`src/design/cbd_pkg.sv`:
```
`timescale 1ns / 1ps
package cbd_pkg;

	// Width of the chunk size counter.
	localparam int SIZE_BITS = 32;

	localparam logic [7:0] CHAR_CR   = 8'h0D;
	localparam logic [7:0] CHAR_LF   = 8'h0A;
	localparam logic [7:0] CHAR_SEMI = 8'h3B;
	localparam logic [7:0] CHAR_0    = 8'h30;
	localparam logic [7:0] CHAR_9    = 8'h39;
	localparam logic [7:0] CHAR_LA   = 8'h61;
	localparam logic [7:0] CHAR_LF_A = 8'h66;
	localparam logic [7:0] CHAR_UA   = 8'h41;
	localparam logic [7:0] CHAR_UF   = 8'h46;

	// Output item kinds.
	localparam logic KIND_DATA   = 1'b0;
	localparam logic KIND_STATUS = 1'b1;

	// One result from the parser to the output register.
	typedef struct packed {
		logic       valid;
		logic       kind;
		logic [7:0] data;
		logic       status;
	} result_t;

	// Hex digit decode: bit 4 set when the byte is a hex digit, low bits hold its value.
	function automatic logic [4:0] hex_decode(input logic [7:0] c);
		logic [7:0] d;
		d = 8'd0;
		if (c >= CHAR_0 && c <= CHAR_9) begin
			d = c - CHAR_0;
			return {1'b1, d[3:0]};
		end
		if (c >= CHAR_LA && c <= CHAR_LF_A) begin
			d = c - CHAR_LA + 8'd10;
			return {1'b1, d[3:0]};
		end
		if (c >= CHAR_UA && c <= CHAR_UF) begin
			d = c - CHAR_UA + 8'd10;
			return {1'b1, d[3:0]};
		end
		return 5'd0;
	endfunction

endpackage

```
`src/design/cbd_parser.sv`:
```
`timescale 1ns / 1ps
module cbd_parser (
	input  logic               clk,
	input  logic               arst_n,
	input  logic               step,
	input  logic [7:0]         body_byte,
	input  logic               end_of_body,
	output cbd_pkg::result_t   result
);

	localparam logic [2:0] PH_SIZE     = 3'd0;
	localparam logic [2:0] PH_EXT      = 3'd1;
	localparam logic [2:0] PH_DATA     = 3'd2;
	localparam logic [2:0] PH_AFTER    = 3'd3;
	localparam logic [2:0] PH_AFTER_CR = 3'd4;
	localparam logic [2:0] PH_DONE     = 3'd5;
	localparam logic [2:0] PH_ERROR    = 3'd6;

	logic [2:0]                   phase_q, phase_n;
	logic [cbd_pkg::SIZE_BITS-1:0] chunk_q, chunk_n;
	logic                         digit_q, digit_n;

	logic [cbd_pkg::SIZE_BITS-1:0] base_chunk, sz_chunk;
	logic                         base_digit, sz_digit;
	logic [2:0]                   sz_phase;
	logic [4:0]                   hex;
	logic                         bad;

	// A size byte seen from a fresh line when it follows data without CRLF.
	always_comb begin
		base_chunk = (phase_q == PH_AFTER) ? '0 : chunk_q;
		base_digit = (phase_q == PH_AFTER) ? 1'b0 : digit_q;
		hex        = cbd_pkg::hex_decode(body_byte);
		sz_chunk   = base_chunk;
		sz_digit   = base_digit;
		sz_phase   = PH_SIZE;
		if (body_byte == cbd_pkg::CHAR_CR || body_byte == cbd_pkg::CHAR_SEMI) begin
			sz_phase = base_digit ? PH_EXT : PH_ERROR;
		end else if (!hex[4] || base_chunk[cbd_pkg::SIZE_BITS-1 -: 4] != 4'd0) begin
			sz_phase = PH_ERROR;
		end else begin
			sz_chunk = {base_chunk[cbd_pkg::SIZE_BITS-5:0], hex[3:0]};
			sz_digit = 1'b1;
		end
	end

	// Status reported by an end marker in the current phase.
	always_comb begin
		unique case (phase_q)
			PH_SIZE:           bad = digit_q && (chunk_q != '0);
			PH_EXT:            bad = (chunk_q != '0);
			PH_AFTER, PH_DONE: bad = 1'b0;
			default:           bad = 1'b1;
		endcase
	end

	// Next state and result for one word.
	always_comb begin
		phase_n = phase_q;
		chunk_n = chunk_q;
		digit_n = digit_q;
		result  = '0;
		if (end_of_body) begin
			result.valid  = 1'b1;
			result.kind   = cbd_pkg::KIND_STATUS;
			result.status = bad;
			phase_n       = PH_SIZE;
			chunk_n       = '0;
			digit_n       = 1'b0;
		end else begin
			unique case (phase_q)
				PH_SIZE: begin
					phase_n = sz_phase;
					chunk_n = sz_chunk;
					digit_n = sz_digit;
				end
				PH_EXT: begin
					if (body_byte == cbd_pkg::CHAR_LF) begin
						phase_n = (chunk_q == '0) ? PH_DONE : PH_DATA;
					end
				end
				PH_DATA: begin
					result.valid = 1'b1;
					result.kind  = cbd_pkg::KIND_DATA;
					result.data  = body_byte;
					chunk_n      = chunk_q - 1'b1;
					if (chunk_n == '0) begin
						phase_n = PH_AFTER;
					end
				end
				PH_AFTER: begin
					if (body_byte == cbd_pkg::CHAR_CR) begin
						phase_n = PH_AFTER_CR;
					end else begin
						phase_n = sz_phase;
						chunk_n = sz_chunk;
						digit_n = sz_digit;
					end
				end
				PH_AFTER_CR: begin
					if (body_byte == cbd_pkg::CHAR_LF) begin
						phase_n = PH_SIZE;
						chunk_n = '0;
						digit_n = 1'b0;
					end else begin
						phase_n = PH_ERROR;
					end
				end
				PH_DONE: begin
				end
				default: begin
					phase_n = PH_ERROR;
				end
			endcase
		end
	end

	// Parser state advances only when a word is processed.
	always_ff @(posedge clk or negedge arst_n) begin
		if (!arst_n) begin
			phase_q <= PH_SIZE;
			chunk_q <= '0;
			digit_q <= 1'b0;
		end else if (step) begin
			phase_q <= phase_n;
			chunk_q <= chunk_n;
			digit_q <= digit_n;
		end
	end

endmodule

```
`src/design/chunked_body_decoder.sv`:
```
`timescale 1ns / 1ps
// Chunked transfer decoder for an HTTP body.
// Input channel s_axis_*: one body byte per word in tdata, or an end marker
// word with tlast high whose tdata is ignored. Output channel m_axis_*: tuser
// low carries one decoded payload byte, tuser high carries the final status
// of the body (tdata bit 8: 0 well formed, 1 error) and is the last word for
// that body. Size lines, extensions, the CRLF after data and everything past
// the zero chunk produce no output word.
// An accepted word is held in the input register; the parser then updates its
// state and loads the output register. One word is accepted per cycle while the
// output is not stalled; the only loop is the parser state update.
// When the receiver stalls, the output register holds its word; words that
// give no output still advance, and the input register still takes one word
// while a result waits, after which tready drops until the output drains.
// Reset clears the parser to the start of a size line and empties both
// registers. After each end marker the parser returns to that state by itself.
module chunked_body_decoder (
	input  logic        clk,
	input  logic        arst_n,
	input  logic        s_axis_tvalid,
	output logic        s_axis_tready,
	input  logic [7:0]  s_axis_tdata,  // [7:0] body_byte
	input  logic        s_axis_tlast,  // end_of_body
	output logic        m_axis_tvalid,
	input  logic        m_axis_tready,
	output logic [15:0] m_axis_tdata,  // [7:0] decoded_byte, [8] decode_status, [15:9] zero
	output logic        m_axis_tuser   // item_kind
);

	logic             valid_s1;
	logic [7:0]       byte_s1;
	logic             last_s1;
	logic             step;
	logic             out_free;
	logic             m_valid_q;
	logic [7:0]       m_byte_q;
	logic             m_status_q;
	logic             m_kind_q;
	cbd_pkg::result_t result;

	cbd_parser u_parser (
		.clk         (clk),
		.arst_n      (arst_n),
		.step        (step),
		.body_byte   (byte_s1),
		.end_of_body (last_s1),
		.result      (result)
	);

	// A word moves on when it gives no result or the output register can take it.
	assign out_free      = !m_valid_q || m_axis_tready;
	assign step          = valid_s1 && (!result.valid || out_free);
	assign s_axis_tready = !valid_s1 || step;

	// Input register.
	always_ff @(posedge clk or negedge arst_n) begin
		if (!arst_n) begin
			valid_s1 <= 1'b0;
		end else if (s_axis_tready) begin
			valid_s1 <= s_axis_tvalid;
		end
	end

	always_ff @(posedge clk) begin
		if (s_axis_tready && s_axis_tvalid) begin
			byte_s1 <= s_axis_tdata;
			last_s1 <= s_axis_tlast;
		end
	end

	// Output register.
	always_ff @(posedge clk or negedge arst_n) begin
		if (!arst_n) begin
			m_valid_q <= 1'b0;
		end else if (step && result.valid) begin
			m_valid_q <= 1'b1;
		end else if (m_axis_tready) begin
			m_valid_q <= 1'b0;
		end
	end

	always_ff @(posedge clk) begin
		if (step && result.valid) begin
			m_byte_q   <= result.data;
			m_status_q <= result.status;
			m_kind_q   <= result.kind;
		end
	end

	assign m_axis_tvalid = m_valid_q;
	assign m_axis_tdata  = {7'd0, m_status_q, m_byte_q};
	assign m_axis_tuser  = m_kind_q;

endmodule

```
`config.mk`:
```
export PLATFORM = sky130hd
export DESIGN_NAME = chunked_body_decoder
export DESIGN_NICKNAME = d
export VERILOG_FILES = /design/src/design/cbd_pkg.sv /design/src/design/cbd_parser.sv /design/src/design/chunked_body_decoder.sv
export SDC_FILE = /design/constraint.sdc
export NUM_CORES = 1
export LEC_CHECK = 0
export BUFFER_PORTS_ARGS = -buffer_cell sky130_fd_sc_hd__buf_2
export CAP_MARGIN = 20
export CORE_MARGIN = 1
export CORE_UTILIZATION = 50
export DETAILED_ROUTE_END_ITERATION = 8
export PLACE_DENSITY = 0.8
export SLEW_MARGIN = 20
export SYNTH_ARGS = -nofsm -noshare
export SYNTH_HDL_FRONTEND = slang
export SYNTH_SLANG_ARGS = --single-unit
```
`constraint.sdc`:
```
create_clock -name clk -period 2.6 [get_ports clk]
set_input_delay 0 -clock clk [delete_from_list [all_inputs] [get_ports clk]]
set_output_delay 0 -clock clk [all_outputs]
set_load 0.02 [all_outputs]
```
==> results.yml, run 1 <==
finish:
  layout.nets: 612
  mostFrequentLayoutCells: "80 x buf_4, 46 x a21oi_1, 41 x o21ai_0"
  syn2layout_area_growth_pct: 27.61
  nFillCells: 595
  fin_area_um2: 5436
  drive_gt1_frac: 0.2915
  fin_cells: 702
  final_util: 0.6616
  layout_commonest_cell: "buf_4"
  diodes: 0
timing:
  max_freq_mhz: 364.1
  finalHoldViolations: 0
  setup-violations-final: 4
  slew-limit-headroom: 0.3624
  clock_skew_ns: 0.01697
  finalCriticalPeriod_ns: 2.747
  setup_tns_ns: -0.3897
  worstMarginPinSlew_ns: 0.9564
  worst_slack_ns: -0.1467
  rsz0062_at_grt: "true"
  drv_slew: 0
  timing.final.crit_share: 1.056
critical_path:
  cp.arrival_ns: 3.04
  slowest_stage: "or4_4"
  cp_cell_sequence: "or4_4 -> or4_4 -> or4_4 -> nand4_1 -> nor4_4 -> a21oi_4 -> mux2i_1"
  critPathMaxStageDelay_ns: 0.54
  r2r-start: "u_parser.chunk_q[2]$_DFFE_PN0P_"
  rrSetupSlack_ns: -0.15
  cp_top_family: "simple AND/OR/NAND/NOR gates"
  required_ns: 2.89
  critPathKind: "flop to flop"
  ff2ff_path_depth: 7
  crit_fanout: 8
  cp-end-kind: "flop"
  path_buf_inv: 0
  critPathLaunchType: "flop"
  cpMostUsedCell: "or4_4"
  r2r-end: "u_parser.phase_q[1]$_DFFE_PN0P_"
place:
  dp_hpwl_mm: 8.937
  port_buffers: 24
  placed_area_um2: 4865
  gp_congestion: 0.9652
  place_inst: 666
route:
  routed_via_density: 6.942
  drtIter0Drc: 800
  drcViolationCount: 0
  firstDrtPassIters: 6
  ant_nets: 0
  vias: 4873
  totalWireLength_mm: 15.17
  wl_per_cell_um: 21.61
synth:
  yosysSeqAreaShare: 0.3571
  syn_avg_cell_area_um2: 8.386
  netlist_area_um2: 4260
  yosys_most_used_dff: "dfrtp_1"
  yosysWarnings: 0
  ys_ff_latch: 57
  ys_types: 72
  syn_inst: 508
  async_flop_share: 0.6667
  synth_edf_count: 19
clocking:
  clock_latency_ns: 0.38
  clk_pin_slew_ns: 0.09
  clock_sinks: 57
  cts_tree: "built"
  cts_max_level: 3
  cts_buffers: 9
  root_buffer: "clkbuf_8"
  clockBufferDepth: 2
flow_run:
  drv_cap: 0
worst_hold_path:
  min_path_type: "input pin to asynchronous set/reset pin"
die:
  die_w_um: 94.31
  start_util: 0.5185
  die_h_um: 94.31
  ios: 32
  coreArea_um2: 8217
  die_area_um2: 8893
  rows: 33
pwr:
  leakagePower_nw: 2.299
  swShare: 0.5059
  total_power_mw: 8.412
  p_seq_frac: 0.164
  vdd_drop_max_mv: 0.7336
  power_frac_clock: 0.118
  combPwrFrac: 0.718
  p_int_mw: 4.156
  switchingPower_mw: 4.256
  powerDensity_nw_per_um2: 1547
grt:
  grt_usage: 0.3294
  grt-ovfl-total: 0
  grt_start_max_net_pins: 39
  grt_pass1_vias: 4574
  antenna_found_initial: 0
  grt_pass1_wl_mm: 22.43
status:
  status: "finished with violations"
  violations: "setup timing"
-- state kept, by name, indices dropped and copies added, names as in the netlist --
register and count:
u_parser.digit_q 1, m_axis_tuser 1, m_axis_tvalid 1, valid_s1 1, u_parser.phase_q 3, m_byte_q 8
last_s1 1, u_parser.chunk_q 32, byte_s1 8, m_status_q 1
-- Yosys cell counts (3+ instances only) --
cell type | count | area, um^2
or3_1 | 9 | 56.30
or2_2 | 7 | 43.79
and2_1 | 7 | 43.79
xnor2_1 | 10 | 87.58
o31ai_1 | 8 | 60.06
a31oi_1 | 13 | 81.33
and3_1 | 3 | 18.77
o21ai_0 | 43 | 215.2
edfxtp_1 | 19 | 570.6
or4_4 | 4 | 45.04
buf_2 | 4 | 20.02
a211oi_1 | 5 | 37.54
a21o_1 | 4 | 30.03
a21oi_1 | 46 | 230.2
xor2_1 | 10 | 87.58
buf_6 | 4 | 45.04
clkbuf_1 | 33 | 123.9
nand2_1 | 29 | 108.9
nor2_1 | 25 | 93.84
or3b_2 | 3 | 26.28
o22ai_1 | 16 | 100.1
o2bb2ai_1 | 6 | 52.55
nor4_1 | 16 | 100.1
nand4_1 | 7 | 43.79
nand3_1 | 7 | 35.03
ha_1 | 7 | 87.58
nor2b_1 | 5 | 31.28
a32oi_1 | 3 | 26.28
nand2b_1 | 6 | 37.54
buf_4 | 8 | 60.06
dfrtp_1 | 38 | 950.9
nor3_1 | 21 | 105.1
or4_1 | 8 | 60.06
inv_1 | 23 | 86.33
nand3b_1 | 3 | 22.52
-- power groups by stage --
stage	Sequential (mW)	Clock [mW]	Combinational (mW)
floorplan	1.39	0	3.38
global placement	1.36	0	4.99
detailed placement	1.37	0	5.14
CTS	1.36	0.976	5.36
global route	1.40	1.03	6.36
finish	1.38	0.989	6.04
-- area by class of cell --
| class | count | area, um^2 | area share |
|---|---|---|---|
| clock buffer | 9 | 123.9 | 0.02278 |
| clock inverter | 7 | 102.6 | 0.01887 |
| inverter | 23 | 86.33 | 0.01588 |
| multi-input combinational | 383 | 2597 | 0.4778 |
| sequential | 57 | 1523 | 0.2801 |
| tap | 105 | 131.4 | 0.02417 |
| timing repair buffer | 118 | 872.1 | 0.1604 |
-- metal layers --
layer / wire length [um] / GRT usage
met5: 0 / 0
met1: 5617 / 0.4190
met2: 6917 / 0.4994
met3: 1871 / 0.07201
met4: 762 / 0.2218
-- worst max-delay path by stage --
stage	cells after the start	from	end	slack, ns
final	7	u_parser.chunk_q[2]$_DFFE_PN0P_	u_parser.phase_q[1]$_DFFE_PN0P_	-0.15
after global routing	9	u_parser.chunk_q[0]$_DFFE_PN0P_	u_parser.phase_q[0]$_DFFE_PN0P_	-0.26
after CTS	7	u_parser.chunk_q[3]$_DFFE_PN0P_	u_parser.phase_q[1]$_DFFE_PN0P_	-0.08
after detailed placement	9	u_parser.chunk_q[0]$_DFFE_PN0P_	u_parser.phase_q[1]$_DFFE_PN0P_	-0.05
after global placement	9	u_parser.chunk_q[0]$_DFFE_PN0P_	u_parser.phase_q[1]$_DFFE_PN0P_	-0.01
after floorplan	7	u_parser.chunk_q[1]$_DFFE_PN0P_	u_parser.chunk_q[31]$_DFFE_PN0P_	-0.04
-- worst reg2reg max path: stages, from the launching register on --
cell	delay, ns
dfrtp_1	0.52
or4_4	0.51
or4_4	0.54
or4_4	0.45
nand4_1	0.14
nor4_4	0.06
a21oi_4	0.19
mux2i_1	0.26
-- what timing repair did --
action | in CTS | in global routing
buffers inserted | 3 | 5
pin swaps | 2 | 2
hold endpoints to repair | 49 | 0
hold buffers | 12 | 0
endpoints found under the setup margin | 13 | 34
resized for setup | 12 | 23
-- kinds of logic after synthesis --
family / after synthesis / share of synthesized area
AO/OA/AOI/OAI: 176 / 0.2673
XOR/XNOR: 20 / 0.04111
adder cells (fa/ha/maj): 7 / 0.02056
buffers and inverters: 74 / 0.08047
flip-flops: 57 / 0.3571
multiplexers: 2 / 0.004699
other: 1 / 0.0008802
AND/OR/NAND/NOR: 171 / 0.2279
-- stage by stage --
stage	worst slack [ns]	hold slack (ns)
6_report	-0.1467	0.3151
5_1_grt	-0.2587	0.3533
4_1_cts	-0.08080	0.3347
3_5_place_dp	-0.05062	0.1785
3_3_place_gp	-0.01020	0.1731
2_1_floorplan	-0.04495	-0.2956
Power figures use the tool's default switching activity.
==> run 2: changes to the inputs <==
==> constraint.sdc (replaced) <==
create_clock -name clk -period 2.6 [get_ports clk]
set_input_delay 0.39 -clock clk [delete_from_list [all_inputs] [get_ports clk]]
set_output_delay 0.39 -clock clk [all_outputs]
set_load 0.02 [all_outputs]
==> run 2 against run 1 <==
The run still ends with setup timing left. Sequential power hardly changed. Via count is 5.3% lower. Non-clock buffer count is 11 lower. Wire length is 10% lower. Die area stayed put. Worst setup slack worse by 0.076 ns. Core utilization is 1.1 points lower. Final cell count is 1.6% lower. Clock skew is 0.0054 ns lower. Highest routed layer unchanged.
==> results.yml, run 2 (synthesis results as in run 1) <==
status:
  status: "finished with violations"
  violations: "setup timing"
finish:
  syn2layout_area_growth_pct: 25.46
  final_util: 0.6505
  seqCellArea_um2: 1521
  layout_commonest_cell: "buf_4"
  layout.nets: 601
  mostFrequentLayoutCells: "80 x buf_4, 46 x a21oi_1, 40 x o21ai_0"
  nFillCells: 612
  reg.largest.list: "u_parser.chunk_q: 32 flops, byte_s1: 8 flops, m_byte_q: 8 flops"
  drive_gt1_frac: 0.2986
  fin_area_um2: 5345
  multi_input_area_um2: 2616
  regMostFlops: "u_parser.chunk_q"
  largest_register_ff_count: 32
  diodes: 0
die:
  die_w_um: 94.31
  ios: 32
  die_area_um2: 8893
  rows: 33
  coreArea_um2: 8217
  die_h_um: 94.31
  start_util: 0.5185
pwr:
  swShare: 0.4945
  switchingPower_mw: 4.065
  p_seq_frac: 0.168
  combPwrFrac: 0.713
  p_int_mw: 4.155
  powerDensity_nw_per_um2: 1538
  power_frac_clock: 0.119
  leakagePower_nw: 2.266
  vdd_drop_max_mv: 0.7435
timing:
  max_freq_mhz: 354.3
  clock_skew_ns: 0.01158
  drv_slew: 0
  timing.final.crit_share: 1.086
  rsz0062_at_grt: "true"
  worst_slack_ns: -0.2226
  finalCriticalPeriod_ns: 2.823
  setup-violations-final: 3
  worst_hold_slack_ns: 0.1733
  finalHoldViolations: 0
  worstMarginPinSlew_ns: 0.9289
  slew-limit-headroom: 0.3807
place:
  port_buffers: 24
  placed_area_um2: 4880
  dp_hpwl_mm: 8.805
  gp_congestion: 0.9827
critical_path:
  rrSetupSlack_ns: -0.22
  critPathKind: "flop to flop"
  cpMostUsedCell: "or4_4"
  slowest_stage: "or4_4"
  cp-end-kind: "flop"
  path_buf_inv: 0
  required_ns: 2.84
  crit_fanout: 6
  cp.arrival_ns: 3.07
  critPathLaunchType: "flop"
  cp_cell_sequence: "or4_4 -> or4_4 -> o31ai_4 -> nand4_1 -> nor4_2 -> a21oi_2 -> o41ai_2"
  cp_top_family: "simple AND/OR/NAND/NOR gates"
  critPathMaxStageDelay_ns: 0.60
grt:
  grt_pass1_vias: 4320
  grt_pass1_wl_mm: 20.83
  grt_start_max_net_pins: 39
  grt_usage: 0.3075
  grt-ovfl-total: 0
  antenna_found_initial: 0
route:
  drtIter0Drc: 517
  totalWireLength_mm: 13.63
  vias: 4614
  drcViolationCount: 0
  routed_via_density: 6.677
  firstDrtPassIters: 6
  wl_per_cell_um: 19.73
  ant_nets: 0
clocking:
  clk_pin_slew_ns: 0.08
  clock_sinks: 57
  root_buffer: "clkbuf_8"
  cts_hold_buf: 0
  clock_latency_ns: 0.36
  cts_max_level: 3
  clockBufferDepth: 2
  cts_buffers: 9
  cts_tree: "built"
worst_hold_path:
  min_path_type: "input pin to asynchronous set/reset pin"
flow_run:
  drv_cap: 0
==> run 2: cell count changes in the layout (fill, tap and decap cells not counted), sizes merged <==
cell	delta
buf	+1
clkinv	-1
inv	+1
dlygate4sd3	-12
==> run 2: routing by layer <==
layer  global-route usage  routed length [um]
met3              0.07201                1539
met2               0.4728                6245
met4               0.1654                 551
met5                    0                   0
met1               0.3993                5294
==> run 2: per-stage QoR <==
stage                     power (mW)  setup slack [ns]  setup TNS [ns]  std cells
after detailed placement       6.506           -0.1218         -0.2516        668
final                          8.220           -0.2226         -0.5105        691
after global placement         6.368          -0.01150        -0.01150        668
after global routing           8.661           -0.2615         -0.8307        691
after CTS                      7.643           -0.1797         -0.4033        688
after floorplan                4.770          -0.04495        -0.07129        514
==> run 2: path summary, 6_finish.rpt <==
path	from	to	cells past startpoint
min in group clk	s_axis_tdata[7]	byte_s1[7]$_DFFE_PP_	1
worst min register to register	m_axis_tvalid$_DFFE_PN0P_	m_axis_tvalid$_DFFE_PN0P_	2
worst min-delay path	arst_n	u_parser.chunk_q[29]$_DFFE_PN0P_	1
worst max register to register	u_parser.chunk_q[26]$_DFFE_PN0P_	u_parser.phase_q[0]$_DFFE_PN0P_	7
max in group asynchronous	arst_n	u_parser.chunk_q[10]$_DFFE_PN0P_	1
worst max-delay path	u_parser.chunk_q[26]$_DFFE_PN0P_	u_parser.phase_q[0]$_DFFE_PN0P_	7
==> run 2: worst register-to-register path: cells and delay by family, from the launching register on <==
kind | cells | cell delay, ns
AND/OR/NAND/NOR | 4 | 1.60
AO/OA/AOI/OAI | 3 | 0.73
flip-flops | 1 | 0.38
==> run 2: power groups by stage <==
stage	registers, mW	logic (mW)	clock network, mW
after floorplan	1.39	3.38	0
after global placement	1.36	5.01	0
after global routing	1.40	6.24	1.02
after CTS	1.36	5.30	0.986
final	1.38	5.86	0.978
after detailed placement	1.37	5.14	0
==> run 2: layout make-up <==
class / count / share of cell area
sequential: 57 / 0.2846
tap: 105 / 0.02458
multi-input combinational: 383 / 0.4895
timing repair buffer: 107 / 0.1428
clock buffer: 9 / 0.02317
clock inverter: 7 / 0.01919
inverter: 23 / 0.01615
==> run 2: repair_timing <==
action | in CTS | in global routing
pin swaps | 4 | 12
resized for setup | 7 | 32
endpoints found under the setup margin | 8 | 32
buffers inserted | 4 | 3
==> run 3: changes to the inputs <==
- PLACE_DENSITY: 0.8 -> 0.77
- clock period: 2.6 -> 3.55 ns (I/O delays scaled with it)
==> run 3 against run 2 <==
The flow now finishes without violations. Global-route usage down 2.8 points. Non-clock buffer count down 66. Critical path depth up 3. Sequential share of layout area up 4.5 points. Critical path type unchanged. Critical endpoint unchanged. Largest power group unchanged.
==> results.yml, run 3 (synthesis results as in run 1) <==
status:
  status: "finished clean"
die:
  die_w_um: 94.31
  coreArea_um2: 8217
  die_area_um2: 8893
  start_util: 0.5185
  die_h_um: 94.31
  ios: 32
  rows: 33
clocking:
  clockBufferDepth: 2
  cts_hold_buf: 0
  post_cts_resized: 0
  cts_max_level: 3
  postCtsSetupBuffers: 0
  root_buffer: "clkbuf_8"
  clock_latency_ns: 0.36
  clock_sinks: 57
  cts_buffers: 9
  cts_tree: "built"
  clk_pin_slew_ns: 0.08
timing:
  clock_skew_ns: 0.01120
  timing.final.crit_share: 0.8415
  drv_slew: 0
  finalCriticalPeriod_ns: 2.987
  finalHoldViolations: 0
  worstMarginPinSlew_ns: 0.9148
  setup-violations-final: 0
  slew-limit-headroom: 0.3902
  max_freq_mhz: 334.7
  rsz0062_at_grt: "false"
  setup_tns_ns: 0
critical_path:
  cp-end-kind: "flop"
  cp.arrival_ns: 3.24
  slowest_stage: "nor4_1"
  critPathKind: "flop to flop"
  startpoint: "u_parser.chunk_q[0]$_DFFE_PN0P_"
  critPathMaxStageDelay_ns: 0.53
  critPathLaunchType: "flop"
  r2r-start: "u_parser.chunk_q[0]$_DFFE_PN0P_"
  cp_cell_sequence: "inv_1 -> ha_1 -> nor3b_1 -> buf_4 -> nand3_1 -> nor4_1 -> o211ai_1 -> nor4_2 -> a21oi_2 -> o41ai_2"
  ff2ff_path_depth: 10
  r2r-end: "u_parser.phase_q[0]$_DFFE_PN0P_"
  crit_fanout: 7
  required_ns: 3.80
  rrSetupSlack_ns: 0.56
finish:
  regMostFlops: "u_parser.chunk_q"
  mostFrequentLayoutCells: "46 x a21oi_1, 43 x o21ai_0, 38 x dfrtp_1"
  layout_commonest_cell: "a21oi_1"
  diodes: 0
  nFillCells: 719
  drive_gt1_frac: 0.1538
  reg.largest.list: "u_parser.chunk_q: 32 flops, byte_s1: 8 flops, m_byte_q: 8 flops"
  fin_cells: 625
  layout.nets: 535
  syn2layout_area_growth_pct: 8.429
  largest_register_ff_count: 32
pwr:
  total_power_mw: 5.007
  vdd_drop_max_mv: 0.6085
  leakagePower_nw: 1.866
  powerDensity_nw_per_um2: 1084
grt:
  grt_pass1_vias: 3804
  grt_start_max_net_pins: 39
  grt-ovfl-total: 0
  grt_usage: 0.2792
  antenna_found_initial: 0
  grt_pass1_wl_mm: 19.11
route:
  firstDrtPassIters: 5
  drtIter0Drc: 520
  ant_nets: 0
  drcViolationCount: 0
  totalWireLength_mm: 11.73
  wl_per_cell_um: 18.76
  routed_via_density: 6.768
  vias: 4230
place:
  place_inst: 609
  gp_congestion: 0.9718
  dp_hpwl_mm: 7.869
  port_buffers: 24
worst_hold_path:
  min_path_type: "input pin to asynchronous set/reset pin"
flow_run:
  drv_cap: 0
run 3: cell count changes in the layout (fill, tap and decap cells not counted), moves of 2 or more:
cell / previous run / this run
or4_4: 7 / 4
clkinv_4: 2 / 0
o21ai_1: 2 / 0
buf_4: 80 / 17
nor4_2: 6 / 2
buf_6: 2 / 0
o41ai_1: 0 / 2
inv_1: 21 / 23
nor4_1: 11 / 16
inv_2: 2 / 0
o21ai_0: 40 / 43
inv_6: 2 / 0
or2_4: 2 / 0
or4_1: 5 / 8
run 3: area by class of cell:
| cell class | instances | area (um^2) | area share |
|---|---|---|---|
| clock buffer | 10 | 127.6 | 0.02763 |
| tap | 105 | 131.4 | 0.02844 |
| clock inverter | 6 | 83.83 | 0.01815 |
| timing repair buffer | 41 | 247.7 | 0.05363 |
| sequential | 57 | 1521 | 0.3294 |
| inverter | 23 | 86.33 | 0.01869 |
| multi-input combinational | 383 | 2421 | 0.5241 |
run 3: metal layers:
layer | routed length, um | vias up | track usage
li1 | - | 1912 | -
met1 | 4993 | 2016 | 0.3951
met2 | 5281 | 262 | 0.4088
met3 | 1095 | 40 | 0.05178
met4 | 358 | 0 | 0.1333
met5 | 0 | - | 0
run 3: how the worst max path moves through the flow:
stage                                       endpoint  slack, ns  depth (start not counted)
floorplan            u_parser.phase_q[1]$_DFFE_PN0P_       0.84                          9
global placement     u_parser.phase_q[1]$_DFFE_PN0P_       0.73                          9
detailed placement  u_parser.chunk_q[19]$_DFFE_PN0P_       0.65                          7
CTS                 u_parser.chunk_q[19]$_DFFE_PN0P_       0.64                          7
global route        u_parser.chunk_q[21]$_DFFE_PN0P_       0.37                          7
finish               u_parser.phase_q[0]$_DFFE_PN0P_       0.56                         10
run 3: per-stage QoR:
stage	util	hold WS (ns)	setup WS, ns	cell area (um^2)
floorplan	-	0.2369	0.8421	4283
global placement	0.5365	0.5287	0.7253	4408
detailed placement	0.5365	0.5473	0.6501	4408
CTS	0.5622	0.3342	0.6360	4619
global route	0.5622	0.3425	0.3693	4619
finish	0.5622	0.3142	0.5627	4619
run 3: power by group:
part / total, mW / leakage (nW) / internal, mW / switching [mW]
Clock: 0.672 / 0.0999 / 0.391 / 0.280
Sequential: 1.09 / 0.696 / 0.862 / 0.227
Combinational: 3.25 / 1.07 / 1.19 / 2.06
run 3: critical path, delay by kind of cell (launching register included):
| family | cells | cell delay (ns) |
|---|---|---|
| AO/OA/AOI/OAI | 3 | 0.60 |
| adder cells (fa/ha/maj) | 1 | 0.23 |
| AND/OR/NAND/NOR | 4 | 1.27 |
| buffers and inverters | 2 | 0.34 |
| flip-flops | 1 | 0.44 |
